--- src/wpsp_pkg.sv ---
// Shared types and constants of the WAV PCM stream parser.
// No dependencies; used by every module of the block.
`timescale 1ns / 1ps
`default_nettype none
package wpsp_pkg;

  // Result status codes
  localparam logic [3:0] ST_SAMPLE  = 4'd0;
  localparam logic [3:0] ST_SHORT   = 4'd1;
  localparam logic [3:0] ST_TAG     = 4'd2;
  localparam logic [3:0] ST_NOTPCM  = 4'd3;
  localparam logic [3:0] ST_WIDTH   = 4'd4;
  localparam logic [3:0] ST_FMTSIZE = 4'd5;
  localparam logic [3:0] ST_NODATA  = 4'd6;
  localparam logic [3:0] ST_OVERRUN = 4'd7;
  localparam logic [3:0] ST_EMPTY   = 4'd8;

  // Register index of file_length (address bit 2)
  localparam logic REG_FILE_LENGTH = 1'b0;

  // Chunk tags as little-endian words
  localparam logic [31:0] TAG_RIFF = 32'h4646_4952;
  localparam logic [31:0] TAG_WAVE = 32'h4556_4157;
  localparam logic [31:0] TAG_FMT  = 32'h2074_6D66;
  localparam logic [31:0] TAG_DATA = 32'h6174_6164;

  localparam logic [31:0] MIN_FILE_LEN = 32'd44;
  localparam logic [31:0] MIN_FMT_SIZE = 32'd16;

  typedef struct packed {
    logic [15:0] pcm_sample;
    logic [3:0]  status;
    logic        last;
    logic [31:0] rate_out;
    logic [15:0] channel_count;
  } wpsp_result_t;

endpackage
`default_nettype wire

--- src/wpsp_cfg_regs.sv ---
// Configuration register file of the WAV PCM stream parser (file length).
// Depends on wpsp_pkg for the register index.
`timescale 1ns / 1ps
`default_nettype none
module wpsp_cfg_regs
  import wpsp_pkg::*;
(
  input  wire logic        clk,
  input  wire logic        rst_n,
  input  wire logic        psel,
  input  wire logic        penable,
  input  wire logic        pwrite,
  input  wire logic [2:0]  paddr,
  input  wire logic [31:0] pwdata,
  output logic      [31:0] prdata,
  output logic             pready,
  output logic      [31:0] file_length
);

  logic [31:0] file_length_r;
  logic [31:0] file_length_nxt;
  logic        wr_en;

  assign pready = 1'b1;
  assign wr_en  = psel && penable && pwrite && pready;

  always_comb begin
    file_length_nxt = file_length_r;
    if (wr_en && (paddr[2] == REG_FILE_LENGTH)) begin
      file_length_nxt = pwdata;
    end
  end

  always_ff @(posedge clk) begin
    if (!rst_n) begin
      file_length_r <= '0;
    end else begin
      file_length_r <= file_length_nxt;
    end
  end

  // paddr[1:0] are byte lanes and do not select a register
  assign prdata      = (paddr[2] == REG_FILE_LENGTH) ? file_length_r : 32'd0;
  assign file_length = file_length_r;

endmodule
`default_nettype wire

--- src/wpsp_parse_core.sv ---
// Parse state and per-byte update of the WAV PCM stream parser.
// Depends on wpsp_pkg for status codes, tags and the result type.
`timescale 1ns / 1ps
`default_nettype none
module wpsp_parse_core
  import wpsp_pkg::*;
(
  input  wire logic         clk,
  input  wire logic         rst_n,
  input  wire logic         step,
  input  wire logic [7:0]   file_byte,
  input  wire logic [31:0]  file_length,
  output logic              res_valid,
  output wpsp_result_t      res
);

  typedef enum logic [2:0] {
    PH_HEADER,
    PH_SKIP,
    PH_ID,
    PH_SIZE_DATA,
    PH_SIZE_OTHER,
    PH_DATA,
    PH_DONE
  } phase_t;

  phase_t      phase_r, phase_nxt;
  logic [31:0] pos_r, pos_nxt;
  logic [31:0] tag_r, tag_nxt;
  logic [31:0] fmt_len_r, fmt_len_nxt;
  logic [15:0] chans_r, chans_nxt;
  logic [31:0] rate_r, rate_nxt;
  logic        w16_r, w16_nxt;
  logic [32:0] left_r, left_nxt;
  logic [7:0]  low_r, low_nxt;

  logic [31:0] tag_in;
  logic [32:0] left_dec;
  logic [15:0] hdr_width;
  logic [31:0] fmt_skip;
  logic [33:0] fmt_end;
  logic [32:0] chunk_skip;
  logic [33:0] chunk_end;
  logic [33:0] data_end;
  logic [31:0] data_n;

  assign tag_in     = {file_byte, tag_r[31:8]};
  assign left_dec   = left_r - 33'd1;
  assign hdr_width  = tag_in[31:16];
  assign fmt_skip   = fmt_len_r - MIN_FMT_SIZE;
  assign fmt_end    = {2'b00, fmt_len_r} + 34'd28;
  assign chunk_skip = {1'b0, tag_in} + {32'd0, tag_in[0]};
  assign chunk_end  = {2'b00, pos_r} + {1'b0, chunk_skip} + 34'd9;
  assign data_end   = {2'b00, pos_r} + {2'b00, tag_in} + 34'd1;
  assign data_n     = w16_r ? {tag_in[31:1], 1'b0} : tag_in;

  always_comb begin
    phase_nxt    = phase_r;
    pos_nxt      = pos_r;
    tag_nxt      = tag_r;
    fmt_len_nxt  = fmt_len_r;
    chans_nxt    = chans_r;
    rate_nxt     = rate_r;
    w16_nxt      = w16_r;
    left_nxt     = left_r;
    low_nxt      = low_r;
    res_valid    = 1'b0;
    res          = '0;

    if (step && (phase_r != PH_DONE)) begin
      pos_nxt = pos_r + 32'd1;
      tag_nxt = tag_in;
      unique case (phase_r)
        PH_HEADER: begin
          // header phase never sees a position above 35
          unique case (pos_r[5:0])
            6'd0: begin
              if (file_length < MIN_FILE_LEN) begin
                res_valid = 1'b1;
                res.status = ST_SHORT;
              end
            end
            6'd3: begin
              if (tag_in != TAG_RIFF) begin
                res_valid = 1'b1;
                res.status = ST_TAG;
              end
            end
            6'd11: begin
              if (tag_in != TAG_WAVE) begin
                res_valid = 1'b1;
                res.status = ST_TAG;
              end
            end
            6'd15: begin
              if (tag_in != TAG_FMT) begin
                res_valid = 1'b1;
                res.status = ST_TAG;
              end
            end
            6'd19: begin
              fmt_len_nxt = tag_in;
              if (tag_in < MIN_FMT_SIZE) begin
                res_valid = 1'b1;
                res.status = ST_FMTSIZE;
              end
            end
            6'd21: begin
              if (tag_in[31:16] != 16'd1) begin
                res_valid = 1'b1;
                res.status = ST_NOTPCM;
              end
            end
            6'd23: chans_nxt = tag_in[31:16];
            6'd27: rate_nxt = tag_in;
            6'd35: begin
              if ((hdr_width != 16'd8) && (hdr_width != 16'd16)) begin
                res_valid = 1'b1;
                res.status = ST_WIDTH;
              end else begin
                w16_nxt = (hdr_width == 16'd16);
                if (fmt_end > {2'b00, file_length}) begin
                  res_valid = 1'b1;
                  res.status = ST_NODATA;
                end else if (fmt_skip == 32'd0) begin
                  phase_nxt = PH_ID;
                  left_nxt  = 33'd4;
                end else begin
                  phase_nxt = PH_SKIP;
                  left_nxt  = {1'b0, fmt_skip};
                end
              end
            end
            default: ;
          endcase
        end
        PH_SKIP: begin
          left_nxt = left_dec;
          if (left_dec == 33'd0) begin
            phase_nxt = PH_ID;
            left_nxt  = 33'd4;
          end
        end
        PH_ID: begin
          left_nxt = left_dec;
          if (left_dec == 33'd0) begin
            phase_nxt = (tag_in == TAG_DATA) ? PH_SIZE_DATA : PH_SIZE_OTHER;
            left_nxt  = 33'd4;
          end
        end
        PH_SIZE_OTHER: begin
          left_nxt = left_dec;
          if (left_dec == 33'd0) begin
            // size plus pad byte to the next chunk header
            if (chunk_end > {2'b00, file_length}) begin
              res_valid = 1'b1;
              res.status = ST_NODATA;
            end else if (chunk_skip == 33'd0) begin
              phase_nxt = PH_ID;
              left_nxt  = 33'd4;
            end else begin
              phase_nxt = PH_SKIP;
              left_nxt  = chunk_skip;
            end
          end
        end
        PH_SIZE_DATA: begin
          left_nxt = left_dec;
          if (left_dec == 33'd0) begin
            if (data_end > {2'b00, file_length}) begin
              res_valid = 1'b1;
              res.status = ST_OVERRUN;
            end else if (data_n == 32'd0) begin
              res_valid         = 1'b1;
              res.status        = ST_EMPTY;
              res.rate_out      = rate_r;
              res.channel_count = chans_r;
            end else begin
              phase_nxt = PH_DATA;
              left_nxt  = {1'b0, data_n};
            end
          end
        end
        PH_DATA: begin
          left_nxt = left_dec;
          if (w16_r && left_dec[0]) begin
            // hold the low byte of a 16-bit pair
            low_nxt = file_byte;
          end else begin
            res_valid         = 1'b1;
            res.status        = ST_SAMPLE;
            res.last          = (left_dec == 33'd0);
            res.rate_out      = rate_r;
            res.channel_count = chans_r;
            res.pcm_sample    = w16_r ? {file_byte, low_r}
                                      : {file_byte ^ 8'h80, 8'h00};
            if (left_dec == 33'd0) begin
              phase_nxt = PH_DONE;
            end
          end
        end
        default: ;
      endcase
      // every non-sample result ends the parse
      if (res_valid && (res.status != ST_SAMPLE)) begin
        res.last  = 1'b1;
        phase_nxt = PH_DONE;
      end
    end
  end

  always_ff @(posedge clk) begin
    if (!rst_n) begin
      phase_r    <= PH_HEADER;
      pos_r      <= '0;
      tag_r      <= '0;
      fmt_len_r  <= '0;
      chans_r    <= '0;
      rate_r     <= '0;
      w16_r      <= 1'b0;
      left_r     <= '0;
      low_r      <= '0;
    end else begin
      phase_r    <= phase_nxt;
      pos_r      <= pos_nxt;
      tag_r      <= tag_nxt;
      fmt_len_r  <= fmt_len_nxt;
      chans_r    <= chans_nxt;
      rate_r     <= rate_nxt;
      w16_r      <= w16_nxt;
      left_r     <= left_nxt;
      low_r      <= low_nxt;
    end
  end

endmodule
`default_nettype wire

--- src/wav_pcm_stream_parser_unit.sv ---
// Top level of the WAV PCM stream parser: input register, parse core, result register.
// Depends on wpsp_pkg, wpsp_cfg_regs and wpsp_parse_core.
//
//  channel | direction | protocol        | payload
//  in_     | slave     | tvalid/tready   | tdata[7:0] file_byte
//  out_    | master    | tvalid/tready   | tdata pcm_sample/rate/channels, tuser status, tlast
//  cfg_    | slave     | APB, pready = 1 | register 0 file_length at byte address 0
//
// One byte per cycle sustained while results are taken; a request is taken into
// the input register at acceptance and its result reaches the result register
// when the core steps on it, after one pass through the core.
// The rate is set by the state update in the parse core, done once per byte.
// Reset is synchronous and active low; it clears file_length and restarts the parse.
// A stalled result holds the core; the input register still takes one request.
`timescale 1ns / 1ps
`default_nettype none
module wav_pcm_stream_parser_unit
  import wpsp_pkg::*;
(
  input  wire logic        clk,
  input  wire logic        rst_n,
  // input bytes
  input  wire logic        in_tvalid,
  output logic             in_tready,
  input  wire logic [7:0]  in_tdata,      // [7:0] file_byte
  // results
  output logic             out_tvalid,
  input  wire logic        out_tready,
  output logic      [63:0] out_tdata,     // [15:0] pcm_sample, [47:16] rate_out,
                                          // [63:48] channel_count
  output logic      [3:0]  out_tuser,     // [3:0] status
  output logic             out_tlast,     // last
  // configuration
  input  wire logic        cfg_psel,
  input  wire logic        cfg_penable,
  input  wire logic        cfg_pwrite,
  input  wire logic [2:0]  cfg_paddr,
  input  wire logic [31:0] cfg_pwdata,
  output logic      [31:0] cfg_prdata,
  output logic             cfg_pready
);

  logic         in_v_r, in_v_nxt;
  logic [7:0]   in_byte_r, in_byte_nxt;
  logic         out_v_r, out_v_nxt;
  wpsp_result_t out_res_r, out_res_nxt;
  logic         step;
  logic         res_valid;
  wpsp_result_t res;
  logic [31:0]  file_length;

  wpsp_cfg_regs u_cfg (
    .clk         (clk),
    .rst_n       (rst_n),
    .psel        (cfg_psel),
    .penable     (cfg_penable),
    .pwrite      (cfg_pwrite),
    .paddr       (cfg_paddr),
    .pwdata      (cfg_pwdata),
    .prdata      (cfg_prdata),
    .pready      (cfg_pready),
    .file_length (file_length)
  );

  // Advance the held byte whenever the result register can take its outcome
  assign step      = in_v_r && (!out_v_r || out_tready);
  assign in_tready = !in_v_r || step;

  wpsp_parse_core u_core (
    .clk         (clk),
    .rst_n       (rst_n),
    .step        (step),
    .file_byte   (in_byte_r),
    .file_length (file_length),
    .res_valid   (res_valid),
    .res         (res)
  );

  always_comb begin
    in_v_nxt    = in_v_r;
    in_byte_nxt = in_byte_r;
    if (in_tvalid && in_tready) begin
      in_v_nxt    = 1'b1;
      in_byte_nxt = in_tdata;
    end else if (step) begin
      in_v_nxt = 1'b0;
    end

    out_v_nxt   = out_v_r;
    out_res_nxt = out_res_r;
    if (step && res_valid) begin
      out_v_nxt   = 1'b1;
      out_res_nxt = res;
    end else if (out_tready) begin
      // drop the result once taken
      out_v_nxt = 1'b0;
    end
  end

  always_ff @(posedge clk) begin
    if (!rst_n) begin
      in_v_r  <= 1'b0;
      out_v_r <= 1'b0;
    end else begin
      in_v_r  <= in_v_nxt;
      out_v_r <= out_v_nxt;
    end
  end

  // Payload registers carry no reset
  always_ff @(posedge clk) begin
    in_byte_r <= in_byte_nxt;
    out_res_r <= out_res_nxt;
  end

  assign out_tvalid = out_v_r;
  assign out_tdata  = {out_res_r.channel_count, out_res_r.rate_out, out_res_r.pcm_sample};
  assign out_tuser  = out_res_r.status;
  assign out_tlast  = out_res_r.last;

endmodule
`default_nettype wire

--- config.mk ---
export PLATFORM = sky130hd
export DESIGN_NAME = wav_pcm_stream_parser_unit
export DESIGN_NICKNAME = d
export VERILOG_FILES = /design/src/wpsp_pkg.sv /design/src/wpsp_cfg_regs.sv /design/src/wpsp_parse_core.sv /design/src/wav_pcm_stream_parser_unit.sv
export SDC_FILE = /design/constraint.sdc
export NUM_CORES = 1
export LEC_CHECK = 0
export BUFFER_PORTS_ARGS = -buffer_cell sky130_fd_sc_hd__clkbuf_2
export CAP_MARGIN = 0
export CORE_MARGIN = 2
export CORE_UTILIZATION = 32
export CTS_CLUSTER_SIZE = 24
export DETAILED_ROUTE_END_ITERATION = 8
export SLEW_MARGIN = 20
export SYNTH_ARGS = -nofsm -noshare
export SYNTH_HDL_FRONTEND = slang
export SYNTH_SLANG_ARGS = --single-unit
--- constraint.sdc ---
create_clock -name clk -period 15.7 [get_ports clk]
set_clock_uncertainty 0.2 [all_clocks]
set_input_delay 0.785 -clock clk [delete_from_list [all_inputs] [get_ports clk]]
set_output_delay 0.785 -clock clk [all_outputs]
set_load 0.02 [all_outputs]
* Word-level counts from Yosys, hierarchy flattened
Index checks and enable logic that the tools add are counted.
Widths: inputs -> output; s select.
** Cells by class
- Add/subtract/negate cells :: 9
- Order comparisons :: 5
- Equality and inequality tests :: 37
- Multiplexer cells :: 77
- Bitwise logic cells :: 6
- Reduce and logical (&&, ||, !) cells :: 35
** Operators by type and width (number)
- $mux 33 :: 10
- $pmux 33 s5 :: 1
- $mux 48 :: 3
- $gt 34x32->1 :: 3
- $pmux 48 s2 :: 1
- $logic_not 33->1 :: 2
- $logic_not 32->1 :: 2
- $mux 32 :: 2
- $ne 32x31->1 const B :: 2
- $mux 3 :: 17
- $mux 49 :: 1
- $add 32x33->34 :: 1
- $add 34x1->34 const B :: 1
- $add 34x4->34 const B :: 1
- $add 32x1->33 :: 1
- $add 32x32->33 :: 1
- $add 32x5->33 const B :: 1
- $sub 33x1->33 const B :: 1
- $add 32x1->32 const B :: 1
- $eq 32x31->1 const B :: 1
- $lt 32x5->1 const B :: 1
- $lt 32x6->1 const B :: 1
- $ne 32x30->1 const B :: 1
- $sub 32x5->32 const B :: 1
- other kinds (41) :: 112
** Storage, ports and cells
- Register bits :: 300
- Input port bits :: 50
- Output and inout bits :: 104
- Logic and storage cells :: 188

* Depth between registers and ports, before layout
- Depth after elaboration :: 12
- Gate-level depth with buffers :: 34
- Depth with buffers taken out :: 31

* Hierarchy
A second synthesis with hierarchy kept.
** Second synthesis, totals
- Cells, all modules :: 2861
- Area total of the unflattened synthesis :: 22706.8 um2
** Modules (own cells, without submodules)
- wpsp_parse_core :: instances 1, cells an instance 2594, area each 18744.2 um2, seq. area each 3623.5 um2
- wav_pcm_stream_parser_unit :: instances 1, cells an instance 90, area each 2424.8 um2, seq. area each 2352.3 um2
- wpsp_cfg_regs :: instances 1, cells an instance 177, area each 1537.7 um2, seq. area each 640.6 um2

* Worst setup path after synthesis
No wires, ideal clock.
- Path kind :: reg-to-reg
- Start point :: register u_core.tag_r[9]
- End point :: register out_res_r, in the netlist out_tdata[0] (enable)
- Setup time :: 0.737 ns
- Arrival time :: 13.424 ns
- Data required time :: 14.763 ns
- Path slack :: 1.339 ns
- Cell stages (with the launch flop) :: 28
- Buffers on the path :: 1
- Period minus slack after synthesis :: 14.361 ns
- Cells stage by stage :: dfxtp_1 > ha_1 > and4_1 > clkbuf_1 > nand3_1 > xnor2_1 > ha_1 > ha_1 > and3_1 > a221o_1 > a21oi_1 > o21ai_0 > o221ai_1 > o21ai_0 > o21a_1 > a21oi_1 > o21bai_1 > a21oi_1 > xnor2_1 > ha_1 > a21o_1 > a21o_1 > a21oi_1 > a221o_1 > o221ai_1 > or3_1 > nand2_1 > o311ai_0
** Between the ends
- Cells in the longest elaborated chain, start to end :: 10
- Elaborated cells on any way between the ends :: 26
- Classes of those cells :: add/sub (5); order compare (3); eq/ne (3); mux (13); reduce/logical (2)
** Ends and longest elaborated chain
- from (decl) :: line wpsp_parse_core.sv:29 : logic [31:0] tag_r, tag_nxt;
- from (signal assigned) :: line wpsp_parse_core.sv:226 : tag_r <= tag_nxt;
- $add 32x1->33 :: line wpsp_parse_core.sv:52 : assign chunk_skip = {1'b0, tag_in} + {32'd0, tag_in[0]};
- $add 32x33->34 :: line wpsp_parse_core.sv:53 : assign chunk_end = {2'b00, pos_r} + {1'b0, chunk_skip} + 34'd9;
- $add 34x4->34 :: line wpsp_parse_core.sv:53
- $gt 34x32->1 :: line wpsp_parse_core.sv:155 : if (chunk_end > {2'b00, file_length}) begin
- $mux 1 :: line wpsp_parse_core.sv:155
- $mux 1 :: line wpsp_parse_core.sv:153 : if (left_dec == 33'd0) begin
- $pmux 1 s4 * :: line wpsp_parse_core.sv:73 : unique case (phase_r)
- $mux 1 * (2 in a row) :: line wpsp_parse_core.sv:70 : if (step && (phase_r != PH_DONE)) begin
- $logic_and 1x1->1 * :: line wav_pcm_stream_parser_unit.sv:91 : if (step && res_valid) begin
- to (signal assigned) :: line wav_pcm_stream_parser_unit.sv:113 : out_res_r <= out_res_nxt;
- to (decl) :: line wav_pcm_stream_parser_unit.sv:46 : wpsp_result_t out_res_r, out_res_nxt;
Every way passes the cells marked *; elsewhere a longest branch is shown, timed or not. The select of a mux whose other input is x is not followed.
A chain may end at the register's enable or synchronous reset.

* Final worst setup path
- Start point :: register u_core.tag_r[9]
- End point :: register u_core.left_r[5]
** Between the ends
- Cells in the longest elaborated chain, start to end :: 7
- Elaborated cells on any way between the ends :: 16
- Classes of those cells :: add/sub (5); order compare (2); mux (7); reduce/logical (2)
** Ends and longest elaborated chain
- $add 32x1->33 :: line wpsp_parse_core.sv:52
- $add 32x33->34 :: line wpsp_parse_core.sv:53
- $add 34x4->34 :: line wpsp_parse_core.sv:53
- $gt 34x32->1 :: line wpsp_parse_core.sv:155
- $mux 33 :: line wpsp_parse_core.sv:155
- $mux 33 :: line wpsp_parse_core.sv:153
- $pmux 33 s5 * :: line wpsp_parse_core.sv:73
- to (signal assigned) :: line wpsp_parse_core.sv:231 : left_r <= left_nxt;
- to (decl) :: line wpsp_parse_core.sv:34 : logic [32:0] left_r, left_nxt;
Every way passes the cells marked *; elsewhere a longest branch is shown, timed or not.

==> impl_metrics.tcl <==
set metrics [dict create \
    critPathLaunchType "flop" \
    fin_crit_ps 9360 \
    utilization_pct 36.3 \
    ctsResizeCount 0 \
    r2r_slack_ps 6340 \
    slew_headroom_pct 23.4 \
    cts_tree "built" \
    synth-xor-area-share_pct 8.04 \
    dp_hpwl_mm 63.0 \
    grt_pass1_wl_mm 125 \
    wl_per_cell_um 21.0 \
    whs_path_depth 1 \
    synth_cell_type_count 96 \
    place_inst 3889 \
    clock-sinks 292 \
    cap_violations 0 \
    final_cell_mix "nand2_1 (410), a21oi_1 (260), nor2_1 (223), dfxtp_1 (215), ha_1 (207)" \
    area_growth_pct 12.5 \
    worst-path-max-fanout 18 \
    final_area_mm2 0.0260 \
    dp_slack_ps 6590 \
    syn_avg_cell_area_um2 7.90 \
    synth-edff-count 77 \
    crit_required_ps 16020 \
    holdPathEnd "in_byte_r[0]$_DFFE_PP_" \
    setup_tns_ps 0 \
    route.detailed.drc 0 \
    swShare_pct 34.6 \
    p_leak_nw 10.7 \
    setup_ws_ps 6340 \
    nNetsFinal 3236 \
    gp_congestion 0.939 \
    fin_crit_sh_pct 59.6 \
    core_area_mm2 0.0715 \
    p_sw_uw 834 \
    grt_max_degree 71 \
    final_hold_viol_count 0 \
    rr_endpoint "u_core.left_r[5]$_SDFFE_PN0P_" \
    synth_warnings 0 \
    numPortBuffers 150 \
    synth_flop_cell "dfxtp_1" \
    tightestPinTransition_ps 1140 \
    grt_pass1_vias 20392 \
    drive_gt1_share_pct 10.9 \
    fillCellCount 7462 \
    clkTransAtPathRegs_ps 60 \
    p_total_mw 2.41 \
    mostFrequentLayoutCell "nand2_1" \
    yosysSeqAreaShare_pct 28.7 \
    netlist_area_mm2 0.0231 \
    endpoint_kind "flop" \
    htree_levels 2 \
    crit_type "reg2reg" \
    powerDensity_mw_per_mm2 92.9 \
    synth_top_family_by_area "simple AND/OR/NAND/NOR gates" \
    die_h_um 273 \
    clock_path_buffers 3 \
    critPathMostFrequentCell "a21oi_1" \
    cts_root_buf "clkbuf_16" \
    rows 98 \
    grt_overflow_total 0 \
    fp.dieArea_mm2 0.0743 \
    arrival_ps 9670 \
    r2r_cells 30 \
    synth_seq_cells 292 \
    numCtsBuffers 36 \
    async_flop_share_pct 0 \
    ios 154 \
    via_per_inst 5.62 \
    grt_antenna_before_repair 0 \
    holdWs_ps 203 \
    synth_compound_area_share_pct 19.1 \
    pwr-share-comb_pct 28.7 \
    max_freq_ghz 0.107 \
    max-vdd-ir-drop_mv 0.0709 \
    start_util_pct 32.3 \
    synth_adder_area_share_pct 11.4 \
    die_x_um 273 \
    drtIter0Drc 2103 \
    diodes 0 \
    ant_nets 0 \
    p_int_mw 1.58 \
    synth_nets 3181 \
    fin_cells 3954 \
    dpl-instance-area_mm2 0.0247 \
    drt-pass1-iter-count 6 \
    hp-start "in_tdata[0]" \
    hp-class "in2reg" \
    netlist_instances 2922 \
    post_cts_buffers 0 \
    slowest_stage "nor3_1" \
    r2r-start "u_core.tag_r[9]$_SDFFE_PN0P_" \
    critPathMaxStageDelay_ps 950 \
    rsz0062_at_grt "no" \
    setup_viol 0 \
    seqPwrFrac_pct 34.6 \
    status "completed" \
    wl_mm 83.0 \
    synthSimpleGateAreaFrac_pct 26.6 \
    hold_buffers 0 \
    vias 22214 \
    grt_usage_pct 21.7 \
    clkPwrFrac_pct 36.7 \
    drv_slew 0 \
    synth.area.mux_share_pct 1.44 \
    insertion_delay_ps 570 \
]
critical path: cells and delay by family, from the launching register on:
kind	cells	cell delay, ps
DFF	1	670
and+or+nand+nor	5	2740
adders and majority gates	4	1260
AOI/OAI and AO/OA	19	3980
xor gates and xnor gates	2	480
power by group through the flow:
stage	registers [mW]	clock network, mW	logic, mW
2_1_floorplan	0.844	0	0.505
3_3_place_gp	0.850	0	0.675
3_5_place_dp	0.849	0	0.679
4_1_cts	0.833	0.904	0.683
5_1_grt	0.837	0.931	0.751
6_report	0.834	0.886	0.692
layer usage:
| layer | GRT usage (%) | up-vias | routed length [um] |
|---|---|---|---|
| li1 | - | 10657 | - |
| met2 | 34.2 | 920 | 36500 |
| met5 | 0 | - | 0 |
| met1 | 29.8 | 10457 | 36600 |
| met4 | 8.70 | 0 | 3580 |
| met3 | 3.10 | 180 | 6290 |
cell families (layout without fill, tap and decap cells):
kind of cell	count (synthesis)	count (layout)
AOI/OAI and AO/OA	676	676
xor gates and xnor gates	212	212
adders and majority gates	209	209
buffers and inverters	281	363
DFF	292	292
muxes	32	32
other	1	1
and+or+nand+nor	1219	1219
sequential cells by signal, indices dropped and copies added, names as in the netlist:
name,count
in_byte_r,8
in_v_r,1
out_tdata,64
out_tlast,1
out_tuser,4
out_tvalid,1
u_cfg.file_length,32
u_core.chans_r,16
u_core.fmt_len_r,32
u_core.left_r,33
u_core.low_r,8
u_core.phase_r,3
u_core.pos_r,32
u_core.rate_r,32
u_core.tag_r,24
u_core.w16_r,1
worst max-delay path by stage:
stage	start	end	slack, ps	cells after the start
2_1_floorplan	u_core.tag_r[9]$_SDFFE_PN0P_	out_tdata[0]$_SDFFCE_PP0P_	1340	27
3_3_place_gp	u_core.tag_r[9]$_SDFFE_PN0P_	u_core.left_r[30]$_SDFFE_PN0P_	6370	30
3_5_place_dp	u_core.tag_r[9]$_SDFFE_PN0P_	u_core.left_r[5]$_SDFFE_PN0P_	6590	30
4_1_cts	u_core.tag_r[9]$_SDFFE_PN0P_	u_core.left_r[5]$_SDFFE_PN0P_	6520	30
5_1_grt	u_core.tag_r[8]$_SDFFE_PN0P_	u_core.left_r[5]$_SDFFE_PN0P_	5810	30
6_report	u_core.tag_r[9]$_SDFFE_PN0P_	u_core.left_r[5]$_SDFFE_PN0P_	6340	30
synthesized netlist by cell type (all sizes together), types with 6 or more instances:
master	instances	share of area [%]
o2111a	22	1.1
a211oi	29	1.1
xor2	86	3.3
and4	27	1.0
nand4b	9	0.34
o31a	8	0.30
a31oi	15	0.41
mux2i	28	1.2
xnor2	126	4.8
o211ai	25	0.86
inv	100	1.6
or3	23	0.62
nand2	410	6.7
o2111ai	6	0.23
edfxtp	77	10
a21oi	267	5.9
clkbuf	147	2.4
and3	50	1.4
nor2	225	3.7
or4	13	0.46
o21bai	8	0.26
ha	207	11
nor4	60	1.9
buf	34	0.73
nor4b	11	0.44
or2	13	0.35
and2	70	1.9
nand3	82	1.8
o22ai	8	0.22
o21a	12	0.39
dfxtp	215	19
o31ai	12	0.39
a21o	75	2.4
nand4	81	2.2
nor3	75	1.7
nand2b	21	0.57
o21ai	108	2.3
o221ai	7	0.27
nor3b	6	0.20
nor2b	26	0.70
area by class of cell:
type,instances,area [um2],share of cell area [%]
well taps,950,1190,4.57
inverters,100,380,1.46
clock inverters,12,185,0.713
flip-flops and latches,292,6620,25.5
multi-input cells,2349,15400,59.4
repair buffers,198,1110,4.28
clock buffers,53,1080,4.14
(Power assumes the default switching activity.)
